**src/design/wjos_pkg.sv**
```systemverilog
// Shared types and constants for the weighted job order scheduler.
`default_nettype none

package wjos_pkg;

    localparam int DUR_W    = 16;
    localparam int PEN_W    = 16;
    localparam int JOBNUM_W = 7;
    localparam int COST_W   = 45;
    localparam int WAIT_W   = 23;
    localparam int RATIO_W  = DUR_W + PEN_W;
    localparam int PROD_W   = WAIT_W + DUR_W;

    typedef enum logic [2:0] {
        ST_IDLE,
        ST_SCAN,
        ST_RETIRE,
        ST_MUL,
        ST_EMIT
    } wjos_state_t;

    // controller -> datapath
    typedef struct packed {
        logic load;     // store the incoming job
        logic start;    // begin ordering a new set
        logic scan;     // step the selection scan
        logic retire;   // take the selected job out of the waiting set
        logic mul;      // form duration times waiting penalty
        logic emit;     // load the result register
    } wjos_cmd_t;

    // datapath -> controller
    typedef struct packed {
        logic scan_done;
        logic out_free;
        logic last_job;
    } wjos_sts_t;

endpackage

`default_nettype wire

```
**src/design/wjos_ram.sv**
```systemverilog
// Generic simple dual-port RAM with registered read.
`default_nettype none

module wjos_ram #(
    parameter int WIDTH = 32,
    parameter int DEPTH = 64
) (
    input  wire logic                     aclk,
    input  wire logic                     we,
    input  wire logic [$clog2(DEPTH)-1:0] waddr,
    input  wire logic [WIDTH-1:0]         wdata,
    input  wire logic                     re,
    input  wire logic [$clog2(DEPTH)-1:0] raddr,
    output logic      [WIDTH-1:0]         rdata
);

    logic [WIDTH-1:0] mem [DEPTH];

    always_ff @(posedge aclk) begin
        if (we) begin
            mem[waddr] <= wdata;
        end
        if (re) begin
            rdata <= mem[raddr];
        end
    end

endmodule

`default_nettype wire

```
**src/design/wjos_dpath.sv**
```systemverilog
// Datapath: job store, selection scan, cost arithmetic and result register.
`default_nettype none

module wjos_dpath import wjos_pkg::*; #(
    parameter int MAX_JOBS = 64
) (
    input  wire logic                aclk,
    input  wire logic                aresetn,
    input  wire logic [DUR_W-1:0]    s_duration,
    input  wire logic [PEN_W-1:0]    s_daily_penalty,
    input  wire wjos_cmd_t           cmd,
    output wjos_sts_t                sts,
    output logic                     m_valid,
    input  wire logic                m_ready,
    output logic [JOBNUM_W-1:0]      m_job_number,
    output logic [COST_W-1:0]        m_running_cost,
    output logic                     m_last_result
);

    localparam int IDX_W = $clog2(MAX_JOBS);
    localparam int CNT_W = $clog2(MAX_JOBS + 1);

    logic [CNT_W-1:0]     count_reg, count_next;
    logic [WAIT_W-1:0]    waiting_reg, waiting_next;
    logic [COST_W-1:0]    cost_reg, cost_next;
    logic [MAX_JOBS-1:0]  served_reg, served_next;
    logic [CNT_W-1:0]     scan_reg, scan_next;
    logic [CNT_W-1:0]     emit_cnt_reg, emit_cnt_next;
    logic                 cand_vld_reg, cand_vld_next;
    logic [IDX_W-1:0]     cand_idx_reg, cand_idx_next;
    logic                 best_vld_reg, best_vld_next;
    logic [IDX_W-1:0]     best_idx_reg, best_idx_next;
    logic [DUR_W-1:0]     best_dur_reg, best_dur_next;
    logic [PEN_W-1:0]     best_pen_reg, best_pen_next;
    logic [PROD_W-1:0]    prod_reg, prod_next;
    logic                 m_valid_reg, m_valid_next;
    logic [JOBNUM_W-1:0]  job_number_reg, job_number_next;
    logic [COST_W-1:0]    out_cost_reg, out_cost_next;
    logic                 out_last_reg, out_last_next;

    logic                 room;
    logic                 ram_we;
    logic                 ram_re;
    logic [RATIO_W-1:0]   ram_q;
    logic [DUR_W-1:0]     cand_dur;
    logic [PEN_W-1:0]     cand_pen;
    logic [RATIO_W-1:0]   lhs;
    logic [RATIO_W-1:0]   rhs;
    logic                 cand_first;
    logic                 last_job;

    assign room   = count_reg < CNT_W'(MAX_JOBS);
    assign ram_we = cmd.load && room;
    assign ram_re = cmd.scan && (scan_reg != count_reg);

    wjos_ram #(
        .WIDTH (RATIO_W),
        .DEPTH (MAX_JOBS)
    ) u_store (
        .aclk  (aclk),
        .we    (ram_we),
        .waddr (count_reg[IDX_W-1:0]),
        .wdata ({s_duration, s_daily_penalty}),
        .re    (ram_re),
        .raddr (scan_reg[IDX_W-1:0]),
        .rdata (ram_q)
    );

    assign cand_dur = ram_q[RATIO_W-1:PEN_W];
    assign cand_pen = ram_q[PEN_W-1:0];

    // ratio compare by cross-multiplication; candidate always has the higher index
    assign lhs = RATIO_W'(cand_pen) * RATIO_W'(best_dur_reg);
    assign rhs = RATIO_W'(best_pen_reg) * RATIO_W'(cand_dur);

    always_comb begin
        if (cand_dur == '0) begin
            cand_first = (best_dur_reg != '0);
        end else if (best_dur_reg == '0) begin
            cand_first = 1'b0;
        end else begin
            cand_first = lhs > rhs;
        end
    end

    assign last_job = (emit_cnt_reg + CNT_W'(1)) == count_reg;

    always_comb begin
        count_next      = count_reg;
        waiting_next    = waiting_reg;
        cost_next       = cost_reg;
        served_next     = served_reg;
        scan_next       = scan_reg;
        emit_cnt_next   = emit_cnt_reg;
        cand_vld_next   = 1'b0;
        cand_idx_next   = scan_reg[IDX_W-1:0];
        best_vld_next   = best_vld_reg;
        best_idx_next   = best_idx_reg;
        best_dur_next   = best_dur_reg;
        best_pen_next   = best_pen_reg;
        prod_next       = prod_reg;
        m_valid_next    = m_valid_reg && !m_ready;
        job_number_next = job_number_reg;
        out_cost_next   = out_cost_reg;
        out_last_next   = out_last_reg;

        if (ram_we) begin
            count_next   = count_reg + CNT_W'(1);
            waiting_next = waiting_reg + WAIT_W'(s_daily_penalty);
        end

        if (cmd.start) begin
            served_next   = '0;
            emit_cnt_next = '0;
        end
        if (cmd.start || cmd.emit) begin
            scan_next     = '0;
            best_vld_next = 1'b0;
        end

        if (ram_re) begin
            scan_next     = scan_reg + CNT_W'(1);
            cand_vld_next = 1'b1;
        end

        if (cand_vld_reg && !served_reg[cand_idx_reg] && (!best_vld_reg || cand_first)) begin
            best_vld_next = 1'b1;
            best_idx_next = cand_idx_reg;
            best_dur_next = cand_dur;
            best_pen_next = cand_pen;
        end

        if (cmd.retire) begin
            waiting_next              = waiting_reg - WAIT_W'(best_pen_reg);
            served_next[best_idx_reg] = 1'b1;
        end

        if (cmd.mul) begin
            prod_next = PROD_W'(waiting_reg) * PROD_W'(best_dur_reg);
        end

        if (cmd.emit) begin
            m_valid_next    = 1'b1;
            job_number_next = JOBNUM_W'(best_idx_reg) + JOBNUM_W'(1);
            out_cost_next   = cost_reg + COST_W'(prod_reg);
            out_last_next   = last_job;
            emit_cnt_next   = emit_cnt_reg + CNT_W'(1);
            cost_next       = out_cost_next;
            if (last_job) begin
                count_next   = '0;
                waiting_next = '0;
                cost_next    = '0;
            end
        end
    end

    always_ff @(posedge aclk) begin
        if (!aresetn) begin
            count_reg    <= '0;
            waiting_reg  <= '0;
            cost_reg     <= '0;
            cand_vld_reg <= 1'b0;
            best_vld_reg <= 1'b0;
            m_valid_reg  <= 1'b0;
        end else begin
            count_reg    <= count_next;
            waiting_reg  <= waiting_next;
            cost_reg     <= cost_next;
            cand_vld_reg <= cand_vld_next;
            best_vld_reg <= best_vld_next;
            m_valid_reg  <= m_valid_next;
        end
    end

    always_ff @(posedge aclk) begin
        served_reg     <= served_next;
        scan_reg       <= scan_next;
        emit_cnt_reg   <= emit_cnt_next;
        cand_idx_reg   <= cand_idx_next;
        best_idx_reg   <= best_idx_next;
        best_dur_reg   <= best_dur_next;
        best_pen_reg   <= best_pen_next;
        prod_reg       <= prod_next;
        job_number_reg <= job_number_next;
        out_cost_reg   <= out_cost_next;
        out_last_reg   <= out_last_next;
    end

    assign sts.scan_done = (scan_reg == count_reg) && !cand_vld_reg;
    assign sts.out_free  = !m_valid_reg || m_ready;
    assign sts.last_job  = last_job;

    assign m_valid        = m_valid_reg;
    assign m_job_number   = job_number_reg;
    assign m_running_cost = out_cost_reg;
    assign m_last_result  = out_last_reg;

endmodule

`default_nettype wire

```
**src/design/wjos_ctrl.sv**
```systemverilog
// Controller state machine: load, select, retire, multiply, emit.
`default_nettype none

module wjos_ctrl import wjos_pkg::*; (
    input  wire logic       aclk,
    input  wire logic       aresetn,
    input  wire logic       s_valid,
    input  wire logic       s_final_job,
    output logic            s_ready,
    input  wire wjos_sts_t  sts,
    output wjos_cmd_t       cmd
);

    wjos_state_t state_reg, state_next;

    always_ff @(posedge aclk) begin
        if (!aresetn) begin
            state_reg <= ST_IDLE;
        end else begin
            state_reg <= state_next;
        end
    end

    always_comb begin
        state_next = state_reg;
        cmd        = '0;
        s_ready    = 1'b0;
        unique case (state_reg)
            ST_IDLE: begin
                s_ready = 1'b1;
                if (s_valid) begin
                    cmd.load = 1'b1;
                    if (s_final_job) begin
                        cmd.start  = 1'b1;
                        state_next = ST_SCAN;
                    end
                end
            end
            ST_SCAN: begin
                cmd.scan = 1'b1;
                if (sts.scan_done) begin
                    state_next = ST_RETIRE;
                end
            end
            ST_RETIRE: begin
                cmd.retire = 1'b1;
                state_next = ST_MUL;
            end
            ST_MUL: begin
                cmd.mul    = 1'b1;
                state_next = ST_EMIT;
            end
            ST_EMIT: begin
                if (sts.out_free) begin
                    cmd.emit   = 1'b1;
                    state_next = sts.last_job ? ST_IDLE : ST_SCAN;
                end
            end
            default: begin
                state_next = ST_IDLE;
            end
        endcase
    end

endmodule

`default_nettype wire

```
**src/design/weighted_job_order_scheduler.sv**
```systemverilog
// Top level of the weighted job order scheduler.
//
// Input channel s_*: one job per transfer (duration, daily penalty, final flag).
// Jobs are stored in arrival order, numbered from 1; jobs beyond MAX_JOBS are
// dropped. A job with s_final_job set closes the set and starts scheduling;
// s_ready stays low until the last result of that set sits in the output register.
// Result channel m_*: one transfer per stored job in service order (highest
// penalty/duration ratio first, ties to the lower job number), with the running
// cost; m_last_result marks the final cost of the set.
// Timing: a non-final job does not close the input, so jobs stream back to back. Each
// result needs one selection scan over the n stored jobs through the job RAM's
// single read port, followed by the retire, multiply and emit steps.
// A stalled receiver holds the result register; the scan for the next result
// runs on and waits in the emit step. After the last result is loaded, new jobs
// are taken while that result still waits.
// Reset (aresetn, synchronous, active low) empties the job set and clears the
// result channel.
`default_nettype none

module weighted_job_order_scheduler import wjos_pkg::*; #(
    parameter int MAX_JOBS = 64
) (
    input  wire logic                aclk,
    input  wire logic                aresetn,
    input  wire logic                s_valid,
    output logic                     s_ready,
    input  wire logic [DUR_W-1:0]    s_duration,
    input  wire logic [PEN_W-1:0]    s_daily_penalty,
    input  wire logic                s_final_job,
    output logic                     m_valid,
    input  wire logic                m_ready,
    output logic [JOBNUM_W-1:0]      m_job_number,
    output logic [COST_W-1:0]        m_running_cost,
    output logic                     m_last_result
);

    wjos_cmd_t cmd;
    wjos_sts_t sts;

    wjos_ctrl u_ctrl (
        .aclk        (aclk),
        .aresetn     (aresetn),
        .s_valid     (s_valid),
        .s_final_job (s_final_job),
        .s_ready     (s_ready),
        .sts         (sts),
        .cmd         (cmd)
    );

    wjos_dpath #(
        .MAX_JOBS (MAX_JOBS)
    ) u_dpath (
        .aclk            (aclk),
        .aresetn         (aresetn),
        .s_duration      (s_duration),
        .s_daily_penalty (s_daily_penalty),
        .cmd             (cmd),
        .sts             (sts),
        .m_valid         (m_valid),
        .m_ready         (m_ready),
        .m_job_number    (m_job_number),
        .m_running_cost  (m_running_cost),
        .m_last_result   (m_last_result)
    );

endmodule

`default_nettype wire

```
**config.mk**
```make
export PLATFORM = sky130hd
export DESIGN_NAME = weighted_job_order_scheduler
export DESIGN_NICKNAME = d
export VERILOG_FILES = /design/src/design/wjos_pkg.sv /design/src/design/wjos_ram.sv /design/src/design/wjos_dpath.sv /design/src/design/wjos_ctrl.sv /design/src/design/weighted_job_order_scheduler.sv
export SDC_FILE = /design/constraint.sdc
export NUM_CORES = 2
export LEC_CHECK = 0
export ABC_AREA = 1
export BUFFER_PORTS_ARGS = -buffer_cell sky130_fd_sc_hd__buf_2
export CORE_MARGIN = 4
export CORE_UTILIZATION = 40
export CTS_BUF_LIST = sky130_fd_sc_hd__clkbuf_16
export DETAILED_ROUTE_END_ITERATION = 10
export HOLD_SLACK_MARGIN = 0.12
export SYNTH_ARGS = -nofsm -noshare
export SYNTH_HDL_FRONTEND = slang
export SYNTH_SLANG_ARGS = --single-unit
```
**constraint.sdc**
```tcl
create_clock -name aclk -period 13.55 [get_ports aclk]
set_clock_uncertainty 0.1 [all_clocks]
set_input_delay 0.6775 -clock aclk [delete_from_list [all_inputs] [get_ports aclk]]
set_output_delay 0.6775 -clock aclk [all_outputs]
set_load 0.03 [all_outputs]
```
==> flow_summary.toml <==
[run_status]
outcome = "finished, final reports clean"

[clocking]
cts_buffers = 247
clock_latency_ns = 0.93
clk_pin_slew_worst_paths_ns = 0.06
root_buffer = "clkbuf_16"
cts_tree = "done"
clock-sinks = 2375
h-tree-depth = 4
cts_buffer_depth = 4

[global_routing]
grt_max_degree = 199
grt_overflow_total = 0
grt_antenna_before_repair = 27
grt_pass1_wl_mm = 551
grt_pass1_vias = 85851
track_usage = 0.223

[logic_synthesis]
yosysMostFrequentCell = "edfxtp_1"
synth_top_area_share = 0.529
ys_top_cells_by_area = "edfxtp_1 (53%), fa_1 (11%), nand2_1 (5.6%)"
netlist_instances = 11801
yosys.area.top_type = "edfxtp_1"
synth-seq-cells = 2375
syn-cell-area_um2 = 126000
avgSynthCellArea_um2 = 10.7
synth_cell_types = 56
synth_edf_count = 2224
synth_ff_type = "edfxtp_1"
async_flop_share = 0
ys_top_cells_by_count = "edfxtp_1 (2224), nand2_1 (1875), inv_1 (1409)"
synth_fp_nets = 12947
ys_seq_area_frac = 0.552
yosys_warnings = 0

[final_layout]
largest_reg_flops = 2048
syn2layout_area_growth_pct = 9.95
nets = 12817
drive_gt1_frac = 0.0612

[worst_setup_path]
slowest_delay_ns = 0.91
crit_fanout = 32
ff2ff_path_depth = 36
slowest_stage = "edfxtp_1"
critPathBufInv = 8
critPathRequiredTime_ns = 13.90
path_depth = 36
crit_top_cell = "nand2_1"
critPathKind = "reg -> reg"
start_kind = "register"
cp-end-kind = "register"
cp_top_family = "adder cells"
arrival_ns = 8.90

[job]
drv_cap = 0

[die]
coreArea_um2 = 315000
start_util = 0.401
fp-row-count = 206
ios = 92
die_h_um = 570
die_w_um = 570
die-area_um2 = 325000

[timing]
timing.final.max_slew_violations = 0
worst_slack_ns = 5.00
period_minus_slack_ns = 8.55
worst_pin_slew_ns = 1.28
relSlewSlack = 0.140
finalSetupTns_ns = 0
hold_viol_final = 0
clock.fmax_mhz = 117
post-route-period-util = 0.631
rsz0062_at_grt = "no"
setup_viol = 0

[pwr]
power.density_nw_per_um2 = 225
ir_worst_vdd_mv = 0.685
p_leak_nw = 53.6

[route]
finalWirelength_mm = 367
postRouteAntennaNets = 0
drcViolationCount = 0
wire_per_inst_um = 22.9
vias_per_cell = 5.46
firstDrtPassIters = 6
drtIter0Drc = 9618
routed-via-count = 87611

[placed_design]
place.gp.congestion = 0.923
place_ws_ns = 5.07
portBuffers = 91
hpwl_mm = 222

[worst_hold_path]
worstHoldPathType = "in -> reg"
min_path_cells = 1
-- path summary, 6_finish.rpt --
path	startpoint	endpoint	slack (ns)
hold / removal	s_daily_penalty[14]	u_dpath.u_store.mem[34][14]	0.18
setup / recovery	u_dpath.best_pen_reg[7]	u_dpath.best_pen_reg[3]	5.00
setup reg to reg	u_dpath.best_pen_reg[7]	u_dpath.best_pen_reg[3]	5.00
hold reg to reg	u_dpath.served_reg[60]	u_dpath.served_reg[60]	0.36
-- timing repair --
action / in CTS / in global routing
endpoints found under the hold margin: 15 / 0
gates resized for setup: 0 / 0
buffers inserted: 0 / 0
endpoints found under the setup margin: 0 / 0
hold buffers: 5 / 0
-- cells in the final DEF (no fill, tap or decap), types with 9 or more instances in the layout --
cell type   instances
nand3_1           368
o211ai_1           76
xnor2_1            48
edfxtp_1         2224
clkbuf_16         247
clkinv_2           53
fa_1              683
ha_1              426
nor2_4             66
o21bai_1           14
nand2_1          1874
o221ai_1          188
and2_1             16
o21a_1             12
a21oi_1           352
nor2_1           1315
dfxtp_1           151
clkinv_1           66
o21ai_1            19
a21o_1             12
nand4_1            59
buf_2              91
buf_4             198
clkinvlp_4          9
o21ai_0          1205
nor4_1             19
nor3_1             35
a31oi_1            28
bufinv_16          10
o22ai_1           326
xor2_1            112
inv_1            1456
-- per-layer routing --
metal	track usage	routed length [um]	vias up
met4	0.0604	10600	2
li1	-	-	39829
met5	0	14	-
met1	0.313	157000	43797
met3	0.0300	27900	579
met2	0.364	171000	3404
-- logic make-up (layout without fill, tap and decap cells) --
logic type / count (synthesis) / count (layout) / synth area share
other cells: 0 / 6 / 0
fa+ha+maj: 1109 / 1109 / 0.150
flops: 2375 / 2375 / 0.552
compound gates: 2272 / 2272 / 0.103
buf+inv: 2099 / 2170 / 0.0643
xor+xnor: 160 / 160 / 0.0111
simple gates: 3786 / 3786 / 0.119
-- power by group --
group	switching [mW]	internal, mW
combinational	10.6	6.03
clock	2.87	3.48
sequential	0.165	8.18
total	13.6	17.7
-- per-stage QoR --
step | instance area, um2 | hold slack, ns | total power [mW] | util | instances
2_1_floorplan | 126000 | 0.243 | 20.4 | - | 11801
3_3_place_gp | 131000 | 0.333 | 24.9 | 0.418 | 15577
3_5_place_dp | 131000 | 0.342 | 25.0 | 0.418 | 15577
4_1_cts | 139000 | 0.149 | 31.4 | 0.441 | 16032
5_1_grt | 139000 | 0.145 | 34.2 | 0.441 | 16033
6_report | 139000 | 0.178 | 31.3 | 0.441 | 16038
-- cell type report --
cell class	instances	area [um2]
diodes	6	15.0
flip-flops and latches	2375	69800
inverters	1418	5350
well taps	4160	5200
repair buffers	302	2150
multi-input cells	7327	48900
clock inverters	203	1290
clock buffers	247	6180
fillers	29426	176000
Note: power is estimated with default switching activity, not from simulation.
